## config.mk

```make
export PLATFORM = sky130hd
export DESIGN_NAME = bounded_fifo_with_remove
export DESIGN_NICKNAME = d
export VERILOG_FILES = /design/src/sv/bfr_pkg.sv /design/src/sv/bfr_ram.sv /design/src/sv/bounded_fifo_with_remove.sv
export SDC_FILE = /design/constraint.sdc
export NUM_CORES = 2
export LEC_CHECK = 0
export ABC_AREA = 0
export BUFFER_PORTS_ARGS = -buffer_cell sky130_fd_sc_hd__clkbuf_2
export CAP_MARGIN = 40
export CORE_MARGIN = 3
export CORE_UTILIZATION = 29
export CTS_BUF_LIST = sky130_fd_sc_hd__clkbuf_4
export CTS_CLUSTER_DIAMETER = 40
export DETAILED_ROUTE_END_ITERATION = 8
export PLACE_DENSITY = 0.4
export SYNTH_ARGS = -nofsm -noshare
export SYNTH_HDL_FRONTEND = slang
export SYNTH_HIERARCHICAL = 1
export SYNTH_SLANG_ARGS = --single-unit
```

## constraint.sdc

```tcl
create_clock -name clk -period 16.9 [get_ports clk]
set_input_delay 4.225 -clock clk [delete_from_list [all_inputs] [get_ports clk]]
set_output_delay 4.225 -clock clk [all_outputs]
set_load 0.005 [all_outputs]
```

## src/sv/bfr_pkg.sv

```systemverilog
package bfr_pkg;

  // Default number of slots in the entry store.
  localparam int unsigned DEPTH_DEF = 64;

  localparam int unsigned VALUE_W  = 64;
  localparam int unsigned OPCODE_W = 3;
  localparam int unsigned STATUS_W = 3;
  localparam int unsigned COUNT_W  = 7;
  localparam int unsigned LIMIT_W  = 7;

  localparam logic [LIMIT_W-1:0] LIMIT_RESET = 7'd64;

  // Command codes.
  localparam logic [OPCODE_W-1:0] OP_PUSH     = 3'd0;
  localparam logic [OPCODE_W-1:0] OP_POP      = 3'd1;
  localparam logic [OPCODE_W-1:0] OP_POP_PUSH = 3'd2;
  localparam logic [OPCODE_W-1:0] OP_REMOVE   = 3'd3;
  localparam logic [OPCODE_W-1:0] OP_CLEAR    = 3'd4;

  // Result status codes.
  localparam logic [STATUS_W-1:0] ST_DONE      = 3'd0;
  localparam logic [STATUS_W-1:0] ST_FULL      = 3'd1;
  localparam logic [STATUS_W-1:0] ST_EMPTY     = 3'd2;
  localparam logic [STATUS_W-1:0] ST_PUSH_ONLY = 3'd3;
  localparam logic [STATUS_W-1:0] ST_REMOVED   = 3'd4;
  localparam logic [STATUS_W-1:0] ST_NOT_FOUND = 3'd5;

endpackage

```

## src/sv/bfr_ram.sv

```systemverilog
module bfr_ram #(
  parameter int unsigned WIDTH = 64,
  parameter int unsigned DEPTH = 64
) (
  input  logic                     clk,
  input  logic                     wr_en,
  input  logic [$clog2(DEPTH)-1:0] wr_addr,
  input  logic [WIDTH-1:0]         wr_data,
  input  logic [$clog2(DEPTH)-1:0] rd_addr,
  output logic [WIDTH-1:0]         rd_data
);

  logic [WIDTH-1:0] mem [DEPTH];

  // Read-first: a read and a write of the same address in one cycle return the old word.
  always_ff @(posedge clk) begin
    rd_data <= mem[rd_addr];
    if (wr_en) begin
      mem[wr_addr] <= wr_data;
    end
  end

endmodule

```

## src/sv/bounded_fifo_with_remove.sv

```systemverilog
// Bounded FIFO of 64-bit values with delete-by-value.
//
// Commands enter on in_opcode/in_value and are transferred at a rising edge where start
// is high and busy is low. Every command produces exactly one result, shown on out_status,
// out_popped_value and out_entry_count for a single cycle while out_valid is high. The
// receiver cannot stall the block, so each result must be taken in the cycle it appears.
// The entry limit is written on the cfg_ channel (cfg_ready is always high) and should
// only be changed while no command is in progress.
//
// Push, pop, pop-push, clear and unused codes never raise busy: the result appears in
// the cycle after the transfer and a new command may be transferred in that same cycle.
// Remove walks the held entries through the single read port of the entry memory, one
// entry per cycle, then shifts the younger entries down one slot per cycle through the
// same port. It holds busy until it finishes; the result appears as busy drops. Remove
// on an empty queue never raises busy.
//
// Reset empties the queue, sets the entry limit to 64 and clears any pending result.
// Memory contents are not cleared; only values from written slots ever reach the outputs.
module bounded_fifo_with_remove #(
  parameter int unsigned DEPTH = bfr_pkg::DEPTH_DEF
) (
  input  logic                           clk,
  input  logic                           rst_n,
  // Command channel.
  input  logic                           start,
  output logic                           busy,
  input  logic [bfr_pkg::OPCODE_W-1:0]   in_opcode,
  input  logic [bfr_pkg::VALUE_W-1:0]    in_value,
  // Result channel.
  output logic                           out_valid,
  output logic [bfr_pkg::STATUS_W-1:0]   out_status,
  output logic [bfr_pkg::VALUE_W-1:0]    out_popped_value,
  output logic [bfr_pkg::COUNT_W-1:0]    out_entry_count,
  // Configuration channel.
  input  logic                           cfg_valid,
  output logic                           cfg_ready,
  input  logic [bfr_pkg::LIMIT_W-1:0]    cfg_entry_limit
);

  localparam int unsigned IW = $clog2(DEPTH);
  localparam int unsigned CW = $clog2(DEPTH + 1);
  // Width wide enough for both the count and the 7-bit limit.
  localparam int unsigned LW = (CW > bfr_pkg::LIMIT_W) ? CW : bfr_pkg::LIMIT_W;

  typedef enum logic [1:0] {
    S_IDLE,
    S_SEARCH,
    S_SHIFT
  } state_t;

  // Maps a position counted from the oldest entry to a physical slot. The sum stays
  // below twice DEPTH, so one compare and subtract wraps it.
  function automatic logic [IW-1:0] slot_of(input logic [IW-1:0] base,
                                            input logic [CW-1:0] pos);
    logic [CW:0] sum;
    sum = (CW+1)'(base) + (CW+1)'(pos);
    if (sum >= (CW+1)'(DEPTH)) begin
      sum = sum - (CW+1)'(DEPTH);
    end
    return sum[IW-1:0];
  endfunction

  state_t                        state_r, state_nxt;
  logic [IW-1:0]                 oldest_r, oldest_nxt;
  logic [CW-1:0]                 count_r, count_nxt;
  logic [bfr_pkg::LIMIT_W-1:0]   limit_r, limit_nxt;
  logic [bfr_pkg::VALUE_W-1:0]   key_r, key_nxt;
  logic [CW-1:0]                 pos_r, pos_nxt;
  logic                          cmp_valid_r, cmp_valid_nxt;
  logic [CW-1:0]                 cmp_pos_r, cmp_pos_nxt;
  logic                          out_valid_r, out_valid_nxt;
  logic [bfr_pkg::STATUS_W-1:0]  status_r, status_nxt;
  logic                          pop_sel_r, pop_sel_nxt;

  logic                          accept;
  logic [LW-1:0]                 lim_eff;
  logic                          at_limit;
  logic                          ram_we;
  logic [IW-1:0]                 ram_waddr;
  logic [bfr_pkg::VALUE_W-1:0]   ram_wdata;
  logic [IW-1:0]                 ram_raddr;
  logic [bfr_pkg::VALUE_W-1:0]   ram_rdata;
  logic [LW-1:0]                 count_ext;
  logic                          last_cmp;

  assign busy      = (state_r != S_IDLE);
  assign accept    = start && !busy;
  assign cfg_ready = 1'b1;

  // A limit above the store size saturates to the store size.
  assign lim_eff  = (LW'(limit_r) > LW'(DEPTH)) ? LW'(DEPTH) : LW'(limit_r);
  assign at_limit = (LW'(count_r) >= lim_eff);

  // Set when the data in ram_rdata belongs to the last position held in the queue.
  assign last_cmp = (cmp_pos_r == count_r - CW'(1));

  // While idle the read port always looks at the oldest slot, so a pop transferred at an
  // edge finds its value on the RAM output in the following cycle.
  assign ram_raddr = (state_r == S_IDLE) ? oldest_r : slot_of(oldest_r, pos_r);

  bfr_ram #(
    .WIDTH (bfr_pkg::VALUE_W),
    .DEPTH (DEPTH)
  ) u_ram (
    .clk     (clk),
    .wr_en   (ram_we),
    .wr_addr (ram_waddr),
    .wr_data (ram_wdata),
    .rd_addr (ram_raddr),
    .rd_data (ram_rdata)
  );

  always_comb begin
    state_nxt     = state_r;
    oldest_nxt    = oldest_r;
    count_nxt     = count_r;
    limit_nxt     = limit_r;
    key_nxt       = key_r;
    pos_nxt       = pos_r;
    cmp_valid_nxt = 1'b0;
    cmp_pos_nxt   = cmp_pos_r;
    out_valid_nxt = 1'b0;
    status_nxt    = status_r;
    pop_sel_nxt   = 1'b0;
    ram_we        = 1'b0;
    ram_waddr     = slot_of(oldest_r, count_r);
    ram_wdata     = in_value;

    if (cfg_valid && cfg_ready) begin
      limit_nxt = cfg_entry_limit;
    end

    case (state_r)
      S_IDLE: begin
        if (accept) begin
          out_valid_nxt = 1'b1;
          status_nxt    = bfr_pkg::ST_DONE;
          case (in_opcode)
            bfr_pkg::OP_PUSH: begin
              if (at_limit) begin
                status_nxt = bfr_pkg::ST_FULL;
              end else begin
                ram_we    = 1'b1;
                count_nxt = count_r + CW'(1);
              end
            end
            bfr_pkg::OP_POP: begin
              if (count_r == '0) begin
                status_nxt = bfr_pkg::ST_EMPTY;
              end else begin
                pop_sel_nxt = 1'b1;
                oldest_nxt  = (oldest_r == IW'(DEPTH - 1)) ? '0 : oldest_r + IW'(1);
                count_nxt   = count_r - CW'(1);
              end
            end
            bfr_pkg::OP_POP_PUSH: begin
              // The append slot is oldest + count; on a full store that is the popped
              // slot itself, which the read-first RAM returns before overwriting.
              ram_we = 1'b1;
              if (count_r == '0) begin
                status_nxt = bfr_pkg::ST_PUSH_ONLY;
                count_nxt  = CW'(1);
              end else begin
                pop_sel_nxt = 1'b1;
                oldest_nxt  = (oldest_r == IW'(DEPTH - 1)) ? '0 : oldest_r + IW'(1);
              end
            end
            bfr_pkg::OP_REMOVE: begin
              if (count_r == '0) begin
                status_nxt = bfr_pkg::ST_EMPTY;
              end else begin
                out_valid_nxt = 1'b0;
                key_nxt       = in_value;
                pos_nxt       = '0;
                state_nxt     = S_SEARCH;
              end
            end
            bfr_pkg::OP_CLEAR: begin
              count_nxt  = '0;
              oldest_nxt = '0;
            end
            default: begin
            end
          endcase
        end
      end

      S_SEARCH: begin
        // One read issued per cycle; each compare runs in the cycle after its read.
        if (pos_r < count_r) begin
          cmp_valid_nxt = 1'b1;
          cmp_pos_nxt   = pos_r;
          pos_nxt       = pos_r + CW'(1);
        end
        if (cmp_valid_r) begin
          if (ram_rdata == key_r) begin
            cmp_valid_nxt = 1'b0;
            if (last_cmp) begin
              // The youngest entry matched: nothing to shift.
              count_nxt     = count_r - CW'(1);
              status_nxt    = bfr_pkg::ST_REMOVED;
              out_valid_nxt = 1'b1;
              state_nxt     = S_IDLE;
            end else begin
              pos_nxt   = cmp_pos_r + CW'(1);
              state_nxt = S_SHIFT;
            end
          end else if (last_cmp) begin
            cmp_valid_nxt = 1'b0;
            status_nxt    = bfr_pkg::ST_NOT_FOUND;
            out_valid_nxt = 1'b1;
            state_nxt     = S_IDLE;
          end
        end
      end

      S_SHIFT: begin
        // Each entry read here is written one position closer to the oldest entry.
        // Reads run ahead of writes, so no read sees a slot still waiting to be written.
        if (pos_r < count_r) begin
          cmp_valid_nxt = 1'b1;
          cmp_pos_nxt   = pos_r;
          pos_nxt       = pos_r + CW'(1);
        end
        if (cmp_valid_r) begin
          ram_we    = 1'b1;
          ram_waddr = slot_of(oldest_r, cmp_pos_r - CW'(1));
          ram_wdata = ram_rdata;
          if (last_cmp) begin
            cmp_valid_nxt = 1'b0;
            count_nxt     = count_r - CW'(1);
            status_nxt    = bfr_pkg::ST_REMOVED;
            out_valid_nxt = 1'b1;
            state_nxt     = S_IDLE;
          end
        end
      end

      default: begin
        state_nxt = S_IDLE;
      end
    endcase
  end

  always_ff @(posedge clk) begin
    if (!rst_n) begin
      state_r     <= S_IDLE;
      oldest_r    <= '0;
      count_r     <= '0;
      limit_r     <= bfr_pkg::LIMIT_RESET;
      cmp_valid_r <= 1'b0;
      out_valid_r <= 1'b0;
      pop_sel_r   <= 1'b0;
    end else begin
      state_r     <= state_nxt;
      oldest_r    <= oldest_nxt;
      count_r     <= count_nxt;
      limit_r     <= limit_nxt;
      cmp_valid_r <= cmp_valid_nxt;
      out_valid_r <= out_valid_nxt;
      pop_sel_r   <= pop_sel_nxt;
    end
    key_r     <= key_nxt;
    pos_r     <= pos_nxt;
    cmp_pos_r <= cmp_pos_nxt;
    status_r  <= status_nxt;
  end

  // The count is reported masked to the width of the result field.
  assign count_ext        = LW'(count_r);
  assign out_valid        = out_valid_r;
  assign out_status       = status_r;
  assign out_entry_count  = count_ext[bfr_pkg::COUNT_W-1:0];
  // A popped value arrives straight from the RAM's output register.
  assign out_popped_value = pop_sel_r ? ram_rdata : '0;

endmodule

```

==> run_results.csv <==
group,metric,value,unit
run_status,status,"completed",
power_and_ir_drop,p_per_area,133.3,nW/um^2
timing,fin_setup_tns,0,ps
critical_path,cp_slowest_stage_delay,650,ps
yosys,yosysWarningCount,6,
global_routing,grt_max_degree,94,
timing,finalClockSkew,130.1,ps
critical_path,cpMostUsedCell,"inv_1",
drt,drt-total-wl,549500,um
critical_path,cp-start-kind,"flop",
die,coreArea,562900,sq um
layout,seq_area,127200,sq um
layout,area_delta_synth_final,17.54,%
clocking,cts_root_buf,"clkbuf_4",
clocking,clock-sinks,4266,
placed_design,post-place-ws,8100,ps
global_routing,gr-total-overflow,0,
timing,fin_crit_sh,0.4460,
critical_path,r2r_cells,13,
critical_path,crit_family,"buffers and inverters",
placed_design,place_hpwl,340000,um
yosys,synthDistinctLibCells,72,
layout,utilization,0.3433,
global_routing,grt_pass1_vias,90460,
drt,drc,0,
clocking,cts_buffer_depth,5,
global_routing,antenna_found_initial,59,
critical_path,path_cells,"inv_1, ha_1, inv_1, clkbuf_2",
clocking,cts_post_setup_buffers_inserted,0,
die,start_util,0.2920,
yosys,synth.most_common_cell,"edfxtp_1",
job,maxCapViolations,0,
clocking,holdBufCountCts,0,
drt,viasPerCell,5.013,
timing,tightestPinTransition,1008,ps
critical_path,critPathCaptureType,"output pin",
yosys,synth_area_leader_cell,"edfxtp_1",
yosys,synth_area_leaders,"edfxtp_1 (76%), mux4_2 (14%), dfxtp_1 (1.1%)",
power_and_ir_drop,p_leak,60.06,nW
yosys,synth_edf_count,4177,
clocking,clk_latency,1740,ps
yosys,postSynthAreaPerCell,21.83,sq um
timing,finalCriticalPeriod,7537,ps
yosys,synthTopCellsByCount,"edfxtp_1 (4,177), mux4_2 (1,024), nand2_1 (222), nand3_1 (194), clkbuf_1 (187)",
global_routing,grt_pass1_wl,751300,um
critical_path,critPathMaxFanout,12,
placed_design,gp_congestion,0.7755,
yosys,ys_seq_area_frac,0.7738,
die,io_pins,155,
clocking,path_clk_slew,60,ps
power_and_ir_drop,power.total,25.75,mW
clocking,tritoncts,"yes",
layout,multi_input_area,35890,sq um
timing,setup_slack,9363,ps
critical_path,cp.arrival,3310,ps
yosys,synth_nets,7650,
layout,finalNetCount,9004,
die,die_w,758.9,um
timing,rsz0062_at_grt,"no",
min_path,min_path_type,"flop to flop",
global_routing,track_usage,0.1904,
placed_design,port_buffers,153,
power_and_ir_drop,ir_drop,0.06531,mV
drt,first_pass_iters,5,
critical_path,crit_cells,4,
clocking,htree_levels,7,
min_path,hold_path_depth,2,
die,dieArea,575900,sq um
timing,fmax,0.1327,GHz
critical_path,cp_num_buf_inv,3,
clocking,cts_made_buffers,1259,
die,die_height,758.9,um
drt,via_count,86520,
critical_path,critPathRequiredTime,12680,ps
die,rows,275,
timing,hold_viol_final,0,
layout,layout-drive-gt1-share,0.3718,
yosys,synthCells,7530,
critical_path,critical_path_class,"flop to output pin",
yosys,synth_ff_type,"edfxtp_1",
timing,slew_headroom,0.3282,
drt,antenna_left,0,
drt,wire_per_inst,31.84,um
drt,drtIter0Drc,8502,
yosys,netlist.area_leader.share,0.7630,
yosys,synthArstFlopShare,0,
timing,setup_viol,0,
clocking,ctsResizeCount,0,
yosys,syn_area,164400,sq um
layout,nFillCells,53410,
yosys,ys_seq_elements,4266,
timing,slew_viol_final,0,
critical_path,cp_slowest_cell,"ha_1",
==> through the flow <==
step	hold WS, ps	instances	cell area [sq um]
after detailed placement	508.8	15100	177900
after floorplan	474.2	7530	164400
after CTS	532.4	17200	193000
after global routing	558.6	17230	193100
final	531.1	17260	193200
after global placement	499.6	14980	175300
==> routing by layer <==
| layer | part of all wire | up-vias | wire, um | global-route usage |
|---|---|---|---|---|
| met5 | 0 | - | 0 | 0 |
| met4 | 0.025 | 0 | 13680 | 0.06580 |
| met3 | 0.054 | 818 | 29760 | 0.03477 |
| met2 | 0.48 | 3231 | 264600 | 0.3050 |
| met1 | 0.44 | 47170 | 241500 | 0.2614 |
| li1 | - | 35300 | - | - |
==> report_power, final <==
part	internal [mW]	switching [mW]
registers	11.8	0.276
logic	1.56	2.68
clock network	5.09	4.35
total	18.4	7.31
==> worst min-delay path, cell delays in order (launching register included) <==
cell     delay, ps
dfxtp_1        310
mux2i_1        120
nor2b_1         60
==> state kept, by name, summed over array words and instances (netlist names) <==
signal,count
u_ram/mem,4096
key_r,64
u_ram/rd_data,64
cmp_pos_r,7
limit_r,7
out_entry_count,7
pos_r,7
oldest_r,6
out_status,3
state_r,2
cmp_valid_r,1
out_valid,1
pop_sel_r,1
==> worst paths after layout <==
path / slack, ps / from / endpoint
worst max-delay path: 9360 / state_r[0] / busy
worst min-delay path: 530 / limit_r[2] / limit_r[2]
worst max register to register: 10480 / state_r[0] / u_ram/rd_data[23]
worst min register to register: 530 / limit_r[2] / limit_r[2]
==> logic make-up (layout without fill, tap and decap cells) <==
kind of cell,Yosys count,in the layout,share of synthesized area
xor gates and xnor gates,108,108,0.005838
and+or+nand+nor,900,900,0.02750
muxes,1249,1249,0.1545
AOI/OAI and AO/OA,508,508,0.02124
buffers and inverters,456,2647,0.01375
DFF,4266,4266,0.7738
other,1,60,0.00002281
adders and majority gates,42,42,0.003334
==> area by class of cell <==
type,instances,area share
diodes,59,0.0007641
inverters,28,0.0005439
clock inverters,275,0.007162
well taps,7479,0.04843
repair buffers,521,0.02815
multi-input cells,2808,0.1857
clock buffers,1823,0.07083
flip-flops and latches,4266,0.6584
==> placed cells by master (no fill, tap or decap), types with 11 or more instances in the layout <==
master	n
mux2_4	59
mux4_2	1024
o21ai_0	22
o22ai_1	87
a22oi_1	128
clkinv_2	29
o21ai_1	48
buf_16	74
buf_12	33
nand2b_1	11
nand2_1	217
or3_1	56
clkbuf_4	1824
buf_4	255
mux2i_1	158
and3_1	20
nor2_4	66
nor2b_1	23
and2_1	68
xor2_1	81
a31oi_1	52
a211oi_1	17
o221ai_1	30
a21oi_1	19
clkinv_1	212
bufinv_16	12
o21a_1	54
nor2_1	86
ha_1	39
nor4_1	12
diode_2	59
dfxtp_1	88
inv_2	22
xnor2_1	20
edfxtp_1	4177
clkbuf_2	153
nand4_1	88
nand3_1	194
inv_1	28
Note: power is estimated with default switching activity, not from simulation.
